[src/rtl/emglc_pkg.sv]
// ----------------------------------------------------------------------------
// emglc_pkg
// Shared constants and types for the EMG level calibrate-and-map block.
// ----------------------------------------------------------------------------
package emglc_pkg;

  // Default sample width
  localparam int unsigned SAMPLE_BITS_DEF = 12;

  // Configuration port
  localparam int unsigned CFG_IDX_W  = 2;
  localparam int unsigned CFG_DATA_W = 10;

  localparam logic [CFG_IDX_W-1:0] CFG_ALPHA     = 2'd0;
  localparam logic [CFG_IDX_W-1:0] CFG_RELAX_END = 2'd1;
  localparam logic [CFG_IDX_W-1:0] CFG_FLEX_END  = 2'd2;
  localparam logic [CFG_IDX_W-1:0] CFG_MIN_SPAN  = 2'd3;

  // Register reset values
  localparam logic [8:0] ALPHA_RST     = 9'd51;
  localparam logic [7:0] RELAX_END_RST = 8'd90;
  localparam logic [7:0] FLEX_END_RST  = 8'd181;
  localparam logic [9:0] MIN_SPAN_RST  = 10'd150;

  // Filter coefficient of one (follow the sample at once)
  localparam logic [8:0] ALPHA_ONE = 9'd256;
  localparam int unsigned ALPHA_W  = 9;

  // Calibration phase codes
  localparam logic [1:0] PH_UNCAL = 2'd0;
  localparam logic [1:0] PH_RELAX = 2'd1;
  localparam logic [1:0] PH_FLEX  = 2'd2;
  localparam logic [1:0] PH_DONE  = 2'd3;

  localparam logic [7:0] TICK_LAST = 8'd255;

  // Position mapping
  localparam int unsigned POS_W   = 7;
  localparam logic [6:0]  POS_MAX = 7'd100;

  typedef enum logic [7:0] {
    S_IDLE = 8'b0000_0001,
    S_MUL  = 8'b0000_0010,
    S_FILT = 8'b0000_0100,
    S_DIV  = 8'b0000_1000,
    S_SPAN = 8'b0001_0000,
    S_MAP  = 8'b0010_0000,
    S_PDIV = 8'b0100_0000,
    S_EMIT = 8'b1000_0000
  } state_e;

endpackage

[src/rtl/emg_level_calibrate_and_map.sv]
// ----------------------------------------------------------------------------
// emg_level_calibrate_and_map
// EMA envelope filter with relax-mean/flex-peak calibration and 0..100 mapping.
// ----------------------------------------------------------------------------
//
//  channel  | dir | handshake                | payload (lowest bit first)
//  ---------+-----+--------------------------+----------------------------------
//  s_axis   | in  | s_axis_tvalid/tready     | tdata: sample; tuser: op
//  m_axis   | out | m_axis_tvalid/tready     | tdata: filtered_level, position,
//           |     |                          |   phase, floor_level, ceiling_level
//  cfg      | in  | cfg_we_i (no wait)       | cfg_idx_i, cfg_wdata_i
//
//  One sample at a time. A transfer is followed by a 9-step bit-serial
//  multiply by alpha, a filter/calibration step, a mapping setup step, an
//  optional 7-step restoring divide for the position and a load into the
//  output register. The tick that closes a calibration adds a SAMPLE_BITS+8
//  step restoring divide for the floor plus a span step. The output register
//  holds a result while the next sample is taken and worked on; only the
//  final load waits on m_axis_tready.
//  Reset is asynchronous and needs no clearing pass.
//
module emg_level_calibrate_and_map
  import emglc_pkg::*;
#(
  parameter int unsigned SAMPLE_BITS = SAMPLE_BITS_DEF
) (
  input  logic                                   clk_i,
  input  logic                                   rst_ni,
  // tdata: [SAMPLE_BITS-1:0] sample
  input  logic [((SAMPLE_BITS+7)/8)*8-1:0]       s_axis_tdata,
  // tuser: [0] op (start calibration)
  input  logic                                   s_axis_tuser,
  input  logic                                   s_axis_tvalid,
  output logic                                   s_axis_tready,
  // tdata: filtered_level, position(7), phase(2), floor_level, ceiling_level
  output logic [((3*SAMPLE_BITS+10+7)/8)*8-1:0]  m_axis_tdata,
  output logic                                   m_axis_tvalid,
  input  logic                                   m_axis_tready,
  input  logic                                   cfg_we_i,
  input  logic [CFG_IDX_W-1:0]                   cfg_idx_i,
  input  logic [CFG_DATA_W-1:0]                  cfg_wdata_i
);

  localparam int unsigned SB     = SAMPLE_BITS;
  localparam int unsigned ACC_W  = SB + 8;           // Q(SB).8 filter value
  localparam int unsigned PROD_W = ACC_W + 10;       // alpha * diff
  localparam int unsigned SUM_W  = SB + 16;          // baseline sum
  localparam int unsigned DIVN_W = SB + 8;           // floor dividend bits
  localparam int unsigned NUM_W  = SB + 7;           // (level-floor)*100
  localparam int unsigned WIDE_W = SB + 11;          // floor + span
  localparam int unsigned CNT_W  = $clog2(DIVN_W);
  localparam int unsigned OUT_W  = 3 * SB + 10;
  localparam int unsigned OUT_TW = ((OUT_W + 7) / 8) * 8;

  localparam logic signed [PROD_W-1:0] RND_HALF = PROD_W'(128);

  // Configuration registers
  logic [8:0] alpha_q;
  logic [7:0] relax_end_q;
  logic [7:0] flex_end_q;
  logic [9:0] min_span_q;

  // Calibration state
  state_e          state_q, state_d;
  logic [ACC_W-1:0] acc_q, acc_d;
  logic [1:0]      phase_q, phase_d;
  logic [7:0]      tick_q, tick_d;
  logic [SUM_W-1:0] sum_q, sum_d;
  logic [7:0]      bcnt_q, bcnt_d;
  logic [SB-1:0]   floor_q, floor_d;
  logic [SB:0]     ceil_q, ceil_d;
  logic [CNT_W-1:0] cnt_q, cnt_d;

  // Datapath working registers
  logic              op_q, op_d;
  logic signed [ACC_W:0]    diff_q, diff_d;
  logic signed [PROD_W-1:0] prod_q, prod_d;
  logic [ALPHA_W-1:0] aq_q, aq_d;
  logic [DIVN_W-1:0] dvd_q, dvd_d;
  logic [7:0]        rem_q, rem_d;
  logic [SB:0]       prem_q, prem_d;
  logic [POS_W-1:0]  pnum_q, pnum_d;
  logic [SB:0]       den_q, den_d;
  logic [SB-1:0]     level_q, level_d;
  logic [POS_W-1:0]  pos_q, pos_d;

  // Output register
  logic              mval_q, mval_d;
  logic [SB-1:0]     o_level_q, o_level_d;
  logic [POS_W-1:0]  o_pos_q, o_pos_d;
  logic [1:0]        o_phase_q, o_phase_d;
  logic [SB-1:0]     o_floor_q, o_floor_d;
  logic [SB:0]       o_ceil_q, o_ceil_d;

  // Combinational helpers
  logic [ALPHA_W-1:0]       a_cap;
  logic signed [PROD_W-1:0] prod_rnd, prod_inc, nacc;
  logic [ACC_W-1:0]         acc_new;
  logic [ACC_W:0]           lvl_rnd;
  logic [SB-1:0]            level_new;
  logic                     start;
  logic [7:0]               tick_e, bcnt_e;
  logic [SUM_W-1:0]         sum_e;
  logic [SB:0]              ceil_e;
  logic [1:0]               phase_e;
  logic [8:0]               div_r;
  logic                     div_qb;
  logic [DIVN_W-1:0]        div_quo;
  logic [9:0]               span;
  logic [WIDE_W-1:0]        fs_sum;
  logic [SB-1:0]            map_d;
  logic [SB:0]              map_den;
  logic [NUM_W-1:0]         map_num;
  logic [SB+1:0]            pdiv_r;
  logic                     pdiv_qb;

  assign s_axis_tready = (state_q == S_IDLE);
  assign m_axis_tvalid = mval_q;
  assign m_axis_tdata  = OUT_TW'({o_ceil_q, o_floor_q, o_phase_q, o_pos_q, o_level_q});

  // Filter arithmetic: round half up, floor on the arithmetic shift
  assign a_cap    = (alpha_q > ALPHA_ONE) ? ALPHA_ONE : alpha_q;
  assign prod_rnd = prod_q + RND_HALF;
  assign prod_inc = prod_rnd >>> 8;
  assign nacc     = $signed({{(PROD_W-ACC_W){1'b0}}, acc_q}) + prod_inc;
  assign acc_new  = nacc[PROD_W-1] ? '0 : nacc[ACC_W-1:0];
  assign lvl_rnd  = {1'b0, acc_new} + (ACC_W+1)'(128);
  assign level_new = lvl_rnd[ACC_W] ? '1 : lvl_rnd[ACC_W-1:8];

  // A start restarts calibration from a clean slate on this very tick
  assign start   = op_q && ((phase_q == PH_UNCAL) || (phase_q == PH_DONE));
  assign tick_e  = start ? '0 : tick_q;
  assign bcnt_e  = start ? '0 : bcnt_q;
  assign sum_e   = start ? '0 : sum_q;
  assign ceil_e  = start ? '0 : ceil_q;
  assign phase_e = start ? PH_RELAX : phase_q;

  // Floor divider step: baseline_sum/256 over count, one quotient bit a cycle
  assign div_r   = {rem_q, dvd_q[DIVN_W-1]};
  assign div_qb  = (div_r >= {1'b0, bcnt_q});
  assign div_quo = {dvd_q[DIVN_W-2:0], div_qb};

  // Span enforcement
  assign span   = (min_span_q == '0) ? 10'd1 : min_span_q;
  assign fs_sum = WIDE_W'(floor_q) + WIDE_W'(span);

  // Mapping setup
  assign map_d   = level_q - floor_q;
  assign map_den = (ceil_q > {1'b0, floor_q}) ? (ceil_q - {1'b0, floor_q}) : (SB+1)'(1);
  assign map_num = NUM_W'({map_d, 6'b0}) + NUM_W'({map_d, 5'b0}) + NUM_W'({map_d, 2'b0});

  // Position divider step
  assign pdiv_r  = {prem_q, pnum_q[POS_W-1]};
  assign pdiv_qb = (pdiv_r >= {1'b0, den_q});

  always_comb begin
    state_d   = state_q;
    acc_d     = acc_q;
    phase_d   = phase_q;
    tick_d    = tick_q;
    sum_d     = sum_q;
    bcnt_d    = bcnt_q;
    floor_d   = floor_q;
    ceil_d    = ceil_q;
    cnt_d     = cnt_q;
    op_d      = op_q;
    diff_d    = diff_q;
    prod_d    = prod_q;
    aq_d      = aq_q;
    dvd_d     = dvd_q;
    rem_d     = rem_q;
    prem_d    = prem_q;
    pnum_d    = pnum_q;
    den_d     = den_q;
    level_d   = level_q;
    pos_d     = pos_q;
    mval_d    = mval_q;
    o_level_d = o_level_q;
    o_pos_d   = o_pos_q;
    o_phase_d = o_phase_q;
    o_floor_d = o_floor_q;
    o_ceil_d  = o_ceil_q;

    // Drop the result once the sink takes it
    if (mval_q && m_axis_tready) begin
      mval_d = 1'b0;
    end

    unique case (state_q)
      S_IDLE: begin
        if (s_axis_tvalid) begin
          op_d    = s_axis_tuser;
          diff_d  = $signed({1'b0, s_axis_tdata[SB-1:0], 8'b0}) - $signed({1'b0, acc_q});
          prod_d  = '0;
          aq_d    = a_cap;
          cnt_d   = CNT_W'(ALPHA_W - 1);
          state_d = S_MUL;
        end
      end
      S_MUL: begin
        // MSB-first shift and add over the alpha bits
        prod_d = (prod_q <<< 1) + (aq_q[ALPHA_W-1] ? {{9{diff_q[ACC_W]}}, diff_q} : '0);
        aq_d   = {aq_q[ALPHA_W-2:0], 1'b0};
        cnt_d  = cnt_q - 1'b1;
        if (cnt_q == '0) begin
          state_d = S_FILT;
        end
      end
      S_FILT: begin
        acc_d   = acc_new;
        level_d = level_new;
        tick_d  = tick_e;
        bcnt_d  = bcnt_e;
        sum_d   = sum_e;
        ceil_d  = ceil_e;
        phase_d = phase_e;
        if (start) begin
          floor_d = '1;
        end
        state_d = S_MAP;
        if ((phase_e == PH_RELAX) || (phase_e == PH_FLEX)) begin
          priority if ((tick_e <= relax_end_q) && (tick_e != TICK_LAST)) begin
            sum_d   = sum_e + SUM_W'(acc_new);
            bcnt_d  = bcnt_e + 1'b1;
            phase_d = PH_RELAX;
            tick_d  = tick_e + 1'b1;
          end else if ((tick_e <= flex_end_q) && (tick_e != TICK_LAST)) begin
            if ({1'b0, level_new} > ceil_e) begin
              ceil_d = {1'b0, level_new};
            end
            phase_d = PH_FLEX;
            tick_d  = tick_e + 1'b1;
          end else begin
            // Close the calibration: derive the floor, then enforce the span
            if (bcnt_e == '0) begin
              floor_d = '0;
              state_d = S_SPAN;
            end else begin
              dvd_d   = sum_e[SUM_W-1:8];
              rem_d   = '0;
              cnt_d   = CNT_W'(DIVN_W - 1);
              state_d = S_DIV;
            end
          end
        end
      end
      S_DIV: begin
        rem_d = div_qb ? 8'(div_r - {1'b0, bcnt_q}) : div_r[7:0];
        dvd_d = div_quo;
        cnt_d = cnt_q - 1'b1;
        if (cnt_q == '0) begin
          floor_d = (|div_quo[DIVN_W-1:SB]) ? '1 : div_quo[SB-1:0];
          state_d = S_SPAN;
        end
      end
      S_SPAN: begin
        if (WIDE_W'(ceil_q) < fs_sum) begin
          ceil_d = fs_sum[SB:0];
        end
        phase_d = PH_DONE;
        state_d = S_MAP;
      end
      S_MAP: begin
        if ((phase_q == PH_DONE) && (level_q > floor_q)) begin
          if ({1'b0, map_d} >= map_den) begin
            pos_d   = POS_MAX;
            state_d = S_EMIT;
          end else begin
            prem_d  = {1'b0, map_num[NUM_W-1:POS_W]};
            pnum_d  = map_num[POS_W-1:0];
            den_d   = map_den;
            cnt_d   = CNT_W'(POS_W - 1);
            state_d = S_PDIV;
          end
        end else begin
          pos_d   = '0;
          state_d = S_EMIT;
        end
      end
      S_PDIV: begin
        prem_d = pdiv_qb ? (SB+1)'(pdiv_r - {1'b0, den_q}) : pdiv_r[SB:0];
        pnum_d = {pnum_q[POS_W-2:0], pdiv_qb};
        cnt_d  = cnt_q - 1'b1;
        if (cnt_q == '0) begin
          pos_d   = {pnum_q[POS_W-2:0], pdiv_qb};
          state_d = S_EMIT;
        end
      end
      S_EMIT: begin
        // Load the output register once it is free
        if (!mval_q || m_axis_tready) begin
          mval_d    = 1'b1;
          o_level_d = level_q;
          o_pos_d   = pos_q;
          o_phase_d = phase_q;
          o_floor_d = floor_q;
          o_ceil_d  = ceil_q;
          state_d   = S_IDLE;
        end
      end
      default: begin
        state_d = S_IDLE;
      end
    endcase
  end

  // Control and calibration state
  always_ff @(posedge clk_i or negedge rst_ni) begin
    if (!rst_ni) begin
      state_q     <= S_IDLE;
      acc_q       <= '0;
      phase_q     <= PH_UNCAL;
      tick_q      <= '0;
      sum_q       <= '0;
      bcnt_q      <= '0;
      floor_q     <= '1;
      ceil_q      <= '0;
      cnt_q       <= '0;
      mval_q      <= 1'b0;
      alpha_q     <= ALPHA_RST;
      relax_end_q <= RELAX_END_RST;
      flex_end_q  <= FLEX_END_RST;
      min_span_q  <= MIN_SPAN_RST;
    end else begin
      state_q <= state_d;
      acc_q   <= acc_d;
      phase_q <= phase_d;
      tick_q  <= tick_d;
      sum_q   <= sum_d;
      bcnt_q  <= bcnt_d;
      floor_q <= floor_d;
      ceil_q  <= ceil_d;
      cnt_q   <= cnt_d;
      mval_q  <= mval_d;
      if (cfg_we_i) begin
        unique case (cfg_idx_i)
          CFG_ALPHA:     alpha_q     <= cfg_wdata_i[8:0];
          CFG_RELAX_END: relax_end_q <= cfg_wdata_i[7:0];
          CFG_FLEX_END:  flex_end_q  <= cfg_wdata_i[7:0];
          CFG_MIN_SPAN:  min_span_q  <= cfg_wdata_i[9:0];
          default:       alpha_q     <= alpha_q;
        endcase
      end
    end
  end

  // Payload registers
  always_ff @(posedge clk_i) begin
    op_q      <= op_d;
    diff_q    <= diff_d;
    prod_q    <= prod_d;
    aq_q      <= aq_d;
    dvd_q     <= dvd_d;
    rem_q     <= rem_d;
    prem_q    <= prem_d;
    pnum_q    <= pnum_d;
    den_q     <= den_d;
    level_q   <= level_d;
    pos_q     <= pos_d;
    o_level_q <= o_level_d;
    o_pos_q   <= o_pos_d;
    o_phase_q <= o_phase_d;
    o_floor_q <= o_floor_d;
    o_ceil_q  <= o_ceil_d;
  end

endmodule

[config.mk]
export PLATFORM = sky130hd
export DESIGN_NAME = emg_level_calibrate_and_map
export DESIGN_NICKNAME = d
export VERILOG_FILES = /design/src/rtl/emglc_pkg.sv /design/src/rtl/emg_level_calibrate_and_map.sv
export SDC_FILE = /design/constraint.sdc
export NUM_CORES = 1
export LEC_CHECK = 0
export ABC_CLOCK_PERIOD_IN_PS = 8950
export BUFFER_PORTS_ARGS = -buffer_cell sky130_fd_sc_hd__buf_4
export CAP_MARGIN = 20
export CORE_ASPECT_RATIO = 1.2
export CORE_MARGIN = 2
export CORE_UTILIZATION = 53
export CTS_BUF_LIST = sky130_fd_sc_hd__clkbuf_16
export DETAILED_ROUTE_END_ITERATION = 7
export PLACE_DENSITY = 0.73
export SLEW_MARGIN = 10
export SYNTH_ARGS = -nofsm -noshare
export SYNTH_HDL_FRONTEND = slang
export SYNTH_SLANG_ARGS = --single-unit
[constraint.sdc]
create_clock -name clk_i -period 8.95 [get_ports clk_i]
set_input_delay 0.895 -clock clk_i [delete_from_list [all_inputs] [get_ports clk_i]]
set_output_delay 0.895 -clock clk_i [all_outputs]
set_load 0.05 [all_outputs]
* Yosys cells after proc, flatten, opt, wreduce, memory -nomap -nowiden
Index checks and enable logic that the tools add are counted.
W data, S select, Z words.
** Storage, ports and cells
- Flip-flop bits (word level) :: 327
- Input bits :: 34
- Output and inout port bits :: 50
- Logic and storage cells :: 206
** Cells by class
- $add $sub $neg :: 16
- $lt $le $gt $ge :: 10
- Equality and inequality tests :: 28
- Mux-type cells :: 85
- Bitwise operators :: 1
- Reductions and logical operators :: 36
** Operators by type and width (number)
- $mux W8 :: 19
- $mux W13 :: 10
- $mux W20 :: 5
- $mux W12 :: 8
- $mux W28 :: 3
- $pmux W8 S8 :: 1
- $mux W30 :: 2
- $pmux W30 S2 :: 1
- $pmux W13 S2 :: 2
- $mux W5 :: 8
- $pmux W20 S2 :: 1
- $mux W7 :: 5
- $add A30 B30 Y30 :: 1
- $add A30 B9 Y30 const B :: 1
- $add A28 B20 Y28 :: 1
- $pmux W7 S2 :: 2
- $ne A2 B2 Y1 const B :: 12
- $pmux W12 S2 :: 1
- $add A21 B22 Y23 :: 1
- $add A20 B8 Y21 const B :: 1
- $sub A20 B20 Y21 :: 1
- $pmux W5 S4 :: 1
- $add A18 B17 Y19 :: 1
- $add A19 B14 Y19 :: 1
- other kinds (52) :: 87

* Longest topological paths before layout
- Depth after elaboration :: 11
- Depth in mapped cells :: 27
- Mapped depth without buffers :: 27

* Least setup slack after synthesis
OpenSTA, ideal clock, no wires.
- Path kind :: flip-flop to flip-flop
- Start :: register floor_q[1]
- End :: register pnum_q[0], enable pin
- Library setup time :: 0.380 ns
- Data arrival time :: 6.025 ns
- Required time :: 8.570 ns
- Setup slack :: 2.546 ns
- Cell stages (with the launch flop) :: 22
- Buffers on the path :: 1
- Period minus slack after synthesis :: 6.404 ns
- Path through :: dfstp_2 -> inv_1 -> ha_1 -> nor2b_1 -> o21ai_0 -> nand2b_1 -> a2111o_1 -> a221o_1 -> o311a_1 -> o31a_1 -> clkbuf_1 -> nand2_1 -> ha_1 -> nand2b_1 -> a21o_1 -> a21o_1 -> a21oi_1 -> o21ai_0 -> a31oi_1 -> a211oi_1 -> nor3_1 -> nand2b_1
** Between the ends
- Cells in the longest elaborated chain, start to end :: 5
- Elaborated cells between the ends (all ways) :: 10
- Those cells by class :: 2 x add/sub; 3 x order compare; 2 x eq/ne; 1 x mux; 2 x reduce/logical
** RTL lines
- from (decl) :: line emg_level_calibrate_and_map.sv:70 : logic [SB-1:0] floor_q, floor_d;
- from (signal assigned) :: line emg_level_calibrate_and_map.sv:331 : floor_q <= floor_d;
- $gt A13 B12 Y1 :: line emg_level_calibrate_and_map.sv:149 : assign map_den = (ceil_q > {1'b0, floor_q}) ? (ceil_q - {1'b0, floor_q}) : (SB+1)'(1);
- $mux W13 :: line emg_level_calibrate_and_map.sv:149
- net map_den[0] :: line emg_level_calibrate_and_map.sv:112 : logic [SB:0] map_den;
- $ge A12 B13 Y1 :: line emg_level_calibrate_and_map.sv:265 : if ({1'b0, map_d} >= map_den) begin
- $ne A2 B2 Y1 (no line)
- $reduce_and A3 Y1 (no line)
- to (signal assigned) :: line emg_level_calibrate_and_map.sv:356 : pnum_q <= pnum_d;
- to (decl) :: line emg_level_calibrate_and_map.sv:82 : logic [POS_W-1:0] pnum_q, pnum_d;
The timed path passes the listed nets, and every way through them passes these cells.
A chain may end at the register's enable or synchronous reset.

* Final worst setup path
- Start :: register prod_q[10]
- End :: register ceil_q[7]
** Between the ends
- Cells in the longest elaborated chain, start to end :: 11
** RTL lines
- from (decl) :: line emg_level_calibrate_and_map.sv:77 : logic signed [PROD_W-1:0] prod_q, prod_d;
- from (signal assigned) :: line emg_level_calibrate_and_map.sv:351 : prod_q <= prod_d;
- $add A30 B9 Y30 (*) :: line emg_level_calibrate_and_map.sv:123 : assign prod_rnd = prod_q + RND_HALF;
- $add A21 B22 Y23 (*) :: line emg_level_calibrate_and_map.sv:125 : assign nacc = $signed({{(PROD_W-ACC_W){1'b0}}, acc_q}) + prod_inc;
- $mux W20 (*) :: line emg_level_calibrate_and_map.sv:126 : assign acc_new = nacc[PROD_W-1] ? '0 : nacc[ACC_W-1:0];
- $add A20 B8 Y21 (*) :: line emg_level_calibrate_and_map.sv:127 : assign lvl_rnd = {1'b0, acc_new} + (ACC_W+1)'(128);
- $mux W12 (*) :: line emg_level_calibrate_and_map.sv:128 : assign level_new = lvl_rnd[ACC_W] ? '1 : lvl_rnd[ACC_W-1:8];
- $gt A12 B13 Y1 :: line emg_level_calibrate_and_map.sv:228 : if ({1'b0, level_new} > ceil_e) begin
- $mux W13 (*) :: line emg_level_calibrate_and_map.sv:228
- $mux W13 (*) :: line emg_level_calibrate_and_map.sv:227 : end else if ((tick_e <= flex_end_q) && (tick_e != TICK_LAST)) begin
- $mux W13 (*) :: line emg_level_calibrate_and_map.sv:222 : priority if ((tick_e <= relax_end_q) && (tick_e != TICK_LAST)) begin
- $mux W13 (*) :: line emg_level_calibrate_and_map.sv:221 : if ((phase_e == PH_RELAX) || (phase_e == PH_FLEX)) begin
- $pmux W13 S2 (*) :: line emg_level_calibrate_and_map.sv:189 : unique case (state_q)
- to (signal assigned) :: line emg_level_calibrate_and_map.sv:332 : ceil_q <= ceil_d;
- to (decl) :: line emg_level_calibrate_and_map.sv:71 : logic [SB:0] ceil_q, ceil_d;
Every way passes the cells marked *; elsewhere a longest branch is shown, timed or not.

==> impl_metrics.yaml <==
yosys:
  ys_seq_area_frac: 0.403
  synthFlopType: "edfxtp_1"
  avgSynthCellArea_um2: 9.71
  synth_simple_gate_area_share: 0.176
  yosysWarnings: 0
  synth_edf_count: 187
  synth_xor_area_frac: 0.0625
  postSynth.asyncResetShare: 0.428
  post_synth_instance_area_um2: 22700
  synth_mux_area_frac: 0.0268
  syn_inst: 2340
  synth_compound_area_frac: 0.162
  synth_top_family_by_area: "simple AND/OR/NAND/NOR gates"
  yosysUniqueCellTypes: 100
  synth-adder-area-share: 0.133
  synth_seq_cells: 327
sta:
  worstMarginPinSlew_ns: 1.04
  setup_viol: 0
  hold_viol_final: 0
  clock.fmax_mhz: 133
  setup_tns_ns: 0
  relSlewSlack: 0.302
  maxSlewViolCount: 0
  fin_skew_ns: 0.0319
  grt_setup_unrepaired: "no"
  fin_crit_sh: 0.837
  min_period_ns: 7.50
clock_network:
  cts_setup_buffers: 0
  cts-root-buf: "clkbuf_16"
  cts_tree: "yes"
  ctsHoldBuffers: 0
  cts.path.max_buffers: 3
  clkTransAtPathRegs_ns: 0.07
  cts_buffers: 36
  htree_levels: 2
  post_cts_resize_count: 0
  clock-sinks: 327
  clock_latency_ns: 0.55
routing:
  ant_nets: 0
  wl_mm: 58.1
  num_vias: 17900
  drtIter0Drc: 980
  wl_per_cell_um: 19.4
  drcViolationCount: 0
  drt_first_pass_iters: 5
  vias_per_cell: 5.98
worst_setup_path:
  cp_top_family: "simple AND/OR/NAND/NOR gates"
  worstReg2RegEnd: "ceil_q[7]"
  cp-start-kind: "flop"
  crit_required_ns: 9.38
  reg2reg_slack_ns: 1.45
  cpMaxStageDelayCell: "nor4b_1"
  r2r_cells: 26
  end_kind: "flop"
  crit_type: "flop to flop"
  crit_top_cell: "o21a_1"
  crit_arrival_ns: 7.93
  cp_max_fo: 25
  cp_slowest_stage_delay_ns: 0.89
  timing.rr.start: "prod_q[10]"
  crit_buf_inv: 0
die:
  die_h_um: 231
  rows: 83
  die_area_um2: 44500
  coreArea_um2: 42600
  die_w_um: 193
  ios: 84
  initial_core_util: 0.534
finish:
  diodes: 0
  final_common_cell: "nand2_1"
  fin_area_um2: 25200
  nNetsFinal: 2676
  ff_latch_area_um2: 9160
  multi_input_area_um2: 12800
  final_cell_mix: "255 x nand2_1, 214 x ha_1, 187 x edfxtp_1"
  syn_to_final_growth_pct: 10.9
  num-fill-cells: 3652
  final_layout_size_suffix_gt1_frac: 0.112
global_routing:
  grt_usage: 0.264
  grt_pass1_wl_mm: 92.9
  grt_pass1_vias: 17700
  antenna_found_initial: 0
  grt_overflow_total: 0
  grt_max_degree: 90
pwr:
  powerDensity_nw_per_um2: 258
  vdd_drop_max_mv: 0.139
  leakagePower_nw: 11.2
placement:
  portBuffers: 77
  dpl_cell_area_um2: 23900
  place.gp.congestion: 0.967
  hpwl_mm: 44.1
job:
  maxCapViolCount: 0
hold_path:
  hp-class: "flop to flop"
  holdPathStages: 0
  hp-start: "pos_q[1]"
  hold_path_end: "o_pos_q[1]"
outcome:
  status: "finished clean"
## state kept, by name, summed over array words and instances (netlist names), 12 cells and up
name,flops
acc_q,20
ceil_q,13
den_q,13
diff_q,21
dvd_q,20
floor_q,12
level_q,12
o_ceil_q,13
o_floor_q,12
o_level_q,12
prem_q,13
prod_q,30
sum_q,28
## synth_stat cells, drive strengths merged (29+ instances only)
library cell,count,area (um2)
nor2b,29,181
inv,156,586
nand2,256,963
xnor2,90,788
xor2,72,631
a21o,75,563
o21ai,152,772
a21oi,113,577
nand4,31,206
clkbuf,61,229
dfrtp,110,2750
edfxtp,187,5620
and2,58,363
nand3,36,180
nor2,164,621
mux2,39,439
dfstp,30,788
nor3,45,230
ha,214,2680
## metrics by stage
stage	utilization	setup slack, ns	std cells	hold WS, ns	total power, mW
2_1_floorplan	-	2.55	2341	0.400	4.21
4_1_cts	0.592	1.56	2991	0.417	6.51
6_report	0.592	1.45	2991	0.412	6.50
3_5_place_dp	0.562	1.61	2925	0.410	4.90
3_3_place_gp	0.562	1.81	2925	0.403	4.82
5_1_grt	0.592	0.856	2991	0.423	6.94
## metal layers
layer | vias to the layer above | part of all wire | track usage
met3 | 128 | 0.043 | 0.0289
met1 | 8676 | 0.42 | 0.335
met2 | 479 | 0.50 | 0.461
met5 | - | 0 | 0
met4 | 0 | 0.039 | 0.103
li1 | 8596 | - | -
## worst reg2reg max path, delay by kind of cell (launching register included)
family                   cells  cell delay [ns]
adder cells (fa/ha/maj)      2             0.60
flip-flops                   1             0.47
AO/OA/AOI/OAI               12             2.28
XOR/XNOR                     1             0.19
AND/OR/NAND/NOR             11             3.86
## how the worst max path moves through the flow
stage | from | to | slack [ns] | cells past startpoint
3_3_place_gp | prod_q[10] | ceil_q[7] | 1.81 | 26
6_report | prod_q[10] | ceil_q[7] | 1.45 | 26
3_5_place_dp | prod_q[10] | ceil_q[7] | 1.61 | 26
5_1_grt | prod_q[10] | ceil_q[7] | 0.86 | 26
4_1_cts | prod_q[10] | ceil_q[7] | 1.56 | 26
2_1_floorplan | floor_q[1] | pnum_q[0] | 2.55 | 21
## power breakdown
| group | switching, mW | internal [mW] | leakage [nW] |
|---|---|---|---|
| sequential | 0.177 | 1.91 | 3.64 |
| combinational | 1.68 | 1.14 | 6.90 |
| clock | 0.649 | 0.931 | 0.629 |
| total | 2.51 | 3.99 | 11.2 |
## layout make-up
| cell class | instances | share of cell area |
|---|---|---|
| clock inverters | 26 | 0.0104 |
| flip-flops and latches | 327 | 0.363 |
| well taps | 552 | 0.0274 |
| inverters | 156 | 0.0232 |
| multi-input cells | 1793 | 0.507 |
| repair buffers | 97 | 0.0291 |
| clock buffers | 40 | 0.0397 |
## cell families after synthesis
| family | after synthesis |
|---|---|
| buffers and inverters | 221 |
| other | 1 |
| DFF | 327 |
| AOI/OAI and AO/OA | 553 |
| adders and majority gates | 232 |
| xor gates and xnor gates | 162 |
| muxes | 56 |
| and+or+nand+nor | 788 |
No activity file was read; power rests on OpenSTA's default activity.
